$ cat config.mk
export PLATFORM = sky130hd
export DESIGN_NAME = wclm_phrase
export DESIGN_NICKNAME = d
export VERILOG_FILES = /design/src/sv/wclm_pkg.sv /design/src/sv/wclm_phrase.sv
export SDC_FILE = /design/constraint.sdc
export NUM_CORES = 1
export LEC_CHECK = 0
export ABC_CLOCK_PERIOD_IN_PS = 4950
export BUFFER_PORTS_ARGS = -buffer_cell sky130_fd_sc_hd__buf_2
export CAP_MARGIN = 20
export CORE_ASPECT_RATIO = 0.8
export CORE_MARGIN = 4
export CORE_UTILIZATION = 49
export DETAILED_ROUTE_END_ITERATION = 6
export PLACE_DENSITY = 0.86
export SETUP_SLACK_MARGIN = 0.1
export SYNTH_ARGS = -nofsm -noshare
export SYNTH_HDL_FRONTEND = slang
export SYNTH_SLANG_ARGS = --single-unit
$ cat constraint.sdc
create_clock -name vclk -period 4.95
set_clock_uncertainty 0.1 [all_clocks]
set_input_delay 0.7425 -clock vclk [all_inputs]
set_output_delay 0.7425 -clock vclk [all_outputs]
set_load 0.1 [all_outputs]
$ cat src/sv/wclm_pkg.sv
// ----------------------------------------------------------------------------
// wclm_pkg
// Shared types, grid constants and letter masks for the word clock decoder.
// ----------------------------------------------------------------------------
package wclm_pkg;

    localparam int GRID_WIDTH = 11;
    localparam int GRID_ROWS  = 11;

    localparam int HOUR_W   = 5;
    localparam int MINUTE_W = 6;
    localparam int SEG_W    = 4;
    localparam int SEL_W    = 12;
    localparam int DOTS_W   = 4;
    localparam int HOURS    = 12;

    // last segment, taken for every minute past the end of the hour
    localparam logic [SEG_W-1:0] SEG_LAST = SEG_W'(11);

    typedef logic [GRID_ROWS-1:0][GRID_WIDTH-1:0] t_rows;

    typedef enum logic [3:0] {
        W_ES, W_IST, W_UM, W_FUNF, W_ZEHN, W_ZWANZIG, W_VIERTEL, W_DREIVIERTEL,
        W_NACH, W_VOR, W_HALB, W_UHR, W_NONE
    } t_word;

    typedef struct packed {
        logic  pre_um;
        t_word w0;
        t_word w1;
        t_word w2;
        logic  next_hour;
        logic  with_uhr;
    } t_phrase;

    localparam logic [DOTS_W-1:0] DOTS_NONE  = 4'b0000;
    localparam logic [DOTS_W-1:0] DOTS_ONE   = 4'b1000;
    localparam logic [DOTS_W-1:0] DOTS_TWO   = 4'b1100;
    localparam logic [DOTS_W-1:0] DOTS_THREE = 4'b1110;
    localparam logic [DOTS_W-1:0] DOTS_FOUR  = 4'b1111;

    // a run of letters on one row
    function automatic t_rows letters(input int row, input int lsb, input int len);
        t_rows r;
        r = '0;
        for (int c = 0; c < GRID_WIDTH; c++) begin
            if (c >= lsb && c < lsb + len) begin
                r[row][c] = 1'b1;
            end
        end
        return r;
    endfunction

    // every minute word has one place it can land, whatever came before it
    function automatic t_rows word_rows(input t_word w);
        t_rows r;
        r = '0;
        unique case (w)
            W_ES:          r = letters(0, 0, 2);
            W_IST:         r = letters(0, 3, 3);
            W_UM:          r = letters(3, 0, 2);
            W_FUNF:        r = letters(0, 7, 4);
            W_ZEHN:        r = letters(2, 7, 4);
            W_ZWANZIG:     r = letters(2, 0, 7);
            W_VIERTEL:     r = letters(1, 4, 7);
            W_DREIVIERTEL: r = letters(1, 0, 11);
            W_NACH:        r = letters(4, 7, 4);
            W_VOR:         r = letters(4, 0, 3);
            W_HALB:        r = letters(5, 0, 4);
            W_UHR:         r = letters(10, 8, 3);
            default:       r = '0;
        endcase
        return r;
    endfunction

    // hour words all sit past the last minute word
    function automatic t_rows hour_rows(input logic [SEG_W-1:0] h, input logic short_one);
        t_rows r;
        r = '0;
        unique case (h)
            4'd0:    r = letters(9, 6, 5);
            4'd1:    r = short_one ? letters(6, 0, 3) : letters(6, 0, 4);
            4'd2:    r = letters(6, 4, 4);
            4'd3:    r = letters(7, 0, 4);
            4'd4:    r = letters(7, 7, 4);
            4'd5:    r = letters(5, 7, 4);
            4'd6:    r = letters(8, 0, 5);
            4'd7:    r = letters(9, 0, 6);
            4'd8:    r = letters(8, 7, 4);
            4'd9:    r = letters(10, 3, 4);
            4'd10:   r = letters(10, 0, 4);
            4'd11:   r = letters(5, 5, 3);
            default: r = '0;
        endcase
        return r;
    endfunction

endpackage

$ cat src/sv/wclm_phrase.sv
// ----------------------------------------------------------------------------
// wclm_phrase
// Picks the five-minute segment, its phrase and the minute dots.
// ----------------------------------------------------------------------------
module wclm_phrase (
    input  logic [wclm_pkg::MINUTE_W-1:0] i_minute,
    input  logic [wclm_pkg::SEL_W-1:0]    i_phrasing_select,
    output wclm_pkg::t_phrase             o_phrase,
    output logic [wclm_pkg::DOTS_W-1:0]   o_minute_dots
);
    import wclm_pkg::*;

    logic [SEG_W-1:0]    seg;
    logic [MINUTE_W-1:0] seg_base;
    logic [MINUTE_W-1:0] rem_full;
    logic [2:0]          rem;
    logic                alt;

    // segment by threshold compares, saturating at the last one
    always_comb begin
        seg = '0;
        for (int k = 1; k <= 11; k++) begin
            if (i_minute >= MINUTE_W'(5 * k)) begin
                seg = SEG_W'(k);
            end
        end
    end

    assign seg_base = {seg, 2'b00} + {2'b00, seg};
    assign rem_full = (i_minute >= MINUTE_W'(60)) ? i_minute - MINUTE_W'(60)
                                                  : i_minute - seg_base;
    assign rem      = rem_full[2:0];
    assign alt      = i_phrasing_select[seg];

    always_comb begin
        unique case (rem)
            3'd0:    o_minute_dots = DOTS_NONE;
            3'd1:    o_minute_dots = DOTS_ONE;
            3'd2:    o_minute_dots = DOTS_TWO;
            3'd3:    o_minute_dots = DOTS_THREE;
            3'd4:    o_minute_dots = DOTS_FOUR;
            default: o_minute_dots = DOTS_NONE;
        endcase
    end

    always_comb begin
        o_phrase = '{pre_um: 1'b0, w0: W_NONE, w1: W_NONE, w2: W_NONE,
                     next_hour: 1'b0, with_uhr: 1'b0};
        unique case (seg)
            4'd0: begin
                if (alt) o_phrase.pre_um = 1'b1;
                else     o_phrase.with_uhr = 1'b1;
            end
            4'd1: begin
                o_phrase.w0 = W_FUNF;
                o_phrase.w1 = W_NACH;
            end
            4'd2: begin
                o_phrase.w0 = W_ZEHN;
                o_phrase.w1 = W_NACH;
            end
            4'd3: begin
                o_phrase.w0 = W_VIERTEL;
                if (alt) o_phrase.next_hour = 1'b1;
                else     o_phrase.w1 = W_NACH;
            end
            4'd4: begin
                if (alt) begin
                    o_phrase.w0 = W_ZWANZIG;
                    o_phrase.w1 = W_NACH;
                end else begin
                    o_phrase.w0 = W_ZEHN;
                    o_phrase.w1 = W_VOR;
                    o_phrase.w2 = W_HALB;
                    o_phrase.next_hour = 1'b1;
                end
            end
            4'd5: begin
                o_phrase.w0 = W_FUNF;
                o_phrase.w1 = W_VOR;
                o_phrase.w2 = W_HALB;
                o_phrase.next_hour = 1'b1;
            end
            4'd6: begin
                o_phrase.w0 = W_HALB;
                o_phrase.next_hour = 1'b1;
            end
            4'd7: begin
                o_phrase.w0 = W_FUNF;
                o_phrase.w1 = W_NACH;
                o_phrase.w2 = W_HALB;
                o_phrase.next_hour = 1'b1;
            end
            4'd8: begin
                o_phrase.next_hour = 1'b1;
                if (alt) begin
                    o_phrase.w0 = W_ZWANZIG;
                    o_phrase.w1 = W_VOR;
                end else begin
                    o_phrase.w0 = W_ZEHN;
                    o_phrase.w1 = W_NACH;
                    o_phrase.w2 = W_HALB;
                end
            end
            4'd9: begin
                o_phrase.next_hour = 1'b1;
                if (alt) begin
                    o_phrase.w0 = W_DREIVIERTEL;
                end else begin
                    o_phrase.w0 = W_VIERTEL;
                    o_phrase.w1 = W_VOR;
                end
            end
            4'd10: begin
                o_phrase.w0 = W_ZEHN;
                o_phrase.w1 = W_VOR;
                o_phrase.next_hour = 1'b1;
            end
            default: begin
                o_phrase.w0 = W_FUNF;
                o_phrase.w1 = W_VOR;
                o_phrase.next_hour = 1'b1;
            end
        endcase
    end

endmodule

==> impl_metrics.ini <==
[outcome]
status = finished, final reports clean

[synth]
yosysSeqAreaShare_pct = 0
postSynthAreaPerCell_sq_um = 6.55
yosys_warnings = 0
ys_types = 53
synth_area_sq_um = 1050
synth_top_area_cell = nand2_1
synth_top_area_share_pct = 5.34
netlist_instances = 161
synth_area_leaders = nand2_1, o21ai_0, mux2i_1

[detailed_routing]
drt_iter0_drc = 158
via_per_inst = 6.54
finalWirelength_um = 4050
vias = 1458
routedWlPerCell_um = 18.1
drc_errors = 0
drt_first_pass_iters = 5
ant_nets = 0

[placed_design]
placed_area_sq_um = 1390
gp_congestion = 0.957
port_buffers = 33
hpwlAfterDp_um = 2800
placed_cells = 214

[cells_and_area]
fin_cells = 223
areaGrowthSynthToFinish_pct = 45.0
multiInputGateArea_sq_um = 1080
antennaDiodeCount = 0
seq_cell_count = 0
nets = 223
drive_gt1_share_pct = 41.7
clkbuf_count = 0
fillers = 130
design_area_sq_um = 1530
seqCellArea_sq_um = 0
fin_util_pct = 77.9

[sta]
clock.fmax_ghz = 0.207
max_slew_margin_pct = 64.4
setup_viol = 0
fin_crit_sh_pct = 97.6
rsz0062_at_grt = true
hold-worst-slack_ns = 1.94
finalHoldViolations = 0
tightest_slew_ns = 0.531
finalSetupTns_ns = 0
slew_viol_final = 0
finalCriticalPeriod_ns = 4.83

[global_routing]
overflow = 0
grt_pass1_wl_um = 6470
grt_pass1_vias = 1417
grt.total_usage_pct = 27.3
grt_max_degree = 20
antenna_found_initial = 0

[die]
fp.dieW_um = 59.9
ioPinCount = 37
fp-row-count = 14
dieArea_sq_um = 2960
die_y_um = 49.5
start_util_pct = 53.8
core-area_sq_um = 1960

[setup_path]
crit_path_end_kind = primary output
slowest_stage = fa_2
cp_data_arrival_time_ns = 3.99
crit_start = i_minute[1]
worstSetupPathType = input pin to primary output
startpoint_type = input pin
cp-endpoint = o_minute_dots[3]
path_cells = buf_2 > or3b_1 > nand4_1 > nand3b_4 > nand2_8 > ha_4 > ha_1 > or2_4 > fa_2 > inv_2 > and3_4 > a2111o_1 > o311ai_2 > and4_4 > buf_12
slowest_delay_ns = 0.59
cp_max_fo = 14
required_ns = 4.11

[power_and_ir_drop]
vdd_ir_drop_max_uv = 324
power.density_nw_per_um2 = 322
p_leak_nw = 0.681

[flow_run]
maxCapViolCount = 0

[clock_network]
hold_buffers = 0

[worst_hold_path]
min_path_type = input pin to primary output
[metrics by stage]
stage,total power [mW],setup slack [ns]
global placement,0.437,0.163
floorplan,0.342,0.0649
global route,0.516,0.0242
detailed placement,0.449,0.0583
finish,0.493,0.121
CTS,0.471,0.101
[per-layer routing]
layer | GRT usage [%] | up-vias | wire, um
li1 | - | 655 | -
met1 | 35.2 | 666 | 1550
met2 | 46.8 | 107 | 1960
met3 | 2.35 | 30 | 369
met4 | 8.86 | 0 | 164
met5 | 0 | - | 0
[Yosys cell counts (all sizes together), types with 4 or more instances]
library cell / instances
a21oi: 9
a31oi: 4
buf: 9
clkbuf: 6
inv: 11
mux2i: 6
nand2: 16
nand2b: 4
nand3: 8
nor2: 13
nor2b: 5
o211ai: 4
o21ai: 14
or2: 4
[how the worst min path moves through the flow]
stage | startpoint | end | slack (ns) | cells after the start
floorplan | i_minute[0] | o_minute_dots[1] | 1.70 | 2
global placement | i_minute[0] | o_minute_dots[1] | 1.92 | 4
detailed placement | i_minute[0] | o_minute_dots[1] | 1.93 | 4
CTS | i_minute[0] | o_minute_dots[1] | 1.93 | 4
global route | i_minute[0] | o_minute_dots[1] | 1.95 | 4
finish | i_minute[0] | o_minute_dots[1] | 1.94 | 4
[final cells by class]
class,count,share of cell area [%]
Multi-Input combinational cell,137,70.9
Tap cell,24,1.96
Inverter,11,2.70
Timing Repair Buffer,51,24.4
[timing repair]
action,CTS,global route
pin swaps,8,8
setup endpoints to repair,1,3
buffers inserted,7,2
gates resized for setup,8,8
[cell families (layout without fill, tap and decap cells)]
group,count (synthesis),after routing,share of synthesized area [%]
other cells,2,4,0.712
fa+ha+maj,4,4,5.46
buf+inv,26,62,12.3
simple gates,67,67,35.2
compound gates,49,49,31.9
xor+xnor,4,4,5.10
mux,9,9,9.25
[worst max-delay path, delay by kind of cell]
kind / cells / cell delay, ns
AO/OA/AOI/OAI: 2 / 0.44
AND/OR/NAND/NOR: 7 / 1.40
adder cells (fa/ha/maj): 3 / 0.97
buffers and inverters: 3 / 0.43
[report_power, final]
group	switching [mW]	internal [mW]
registers	0	0
clock network	0	0
logic	0.321	0.172
[cells in the final DEF (no fill, tap or decap), types with 4 or more instances in the layout]
cell type / Yosys / final
a21oi_1: 9 / 9
inv_2: 1 / 4
buf_12: 0 / 4
buf_2: 2 / 27
nand2_1: 15 / 14
mux2i_1: 5 / 4
nor2b_1: 5 / 4
nand3_1: 8 / 7
a31oi_1: 4 / 4
buf_4: 6 / 19
o211ai_1: 4 / 4
inv_1: 10 / 7
nor2_1: 13 / 13
conb_1: 2 / 4
o21ai_0: 11 / 11
Power figures use the tool's default switching activity.
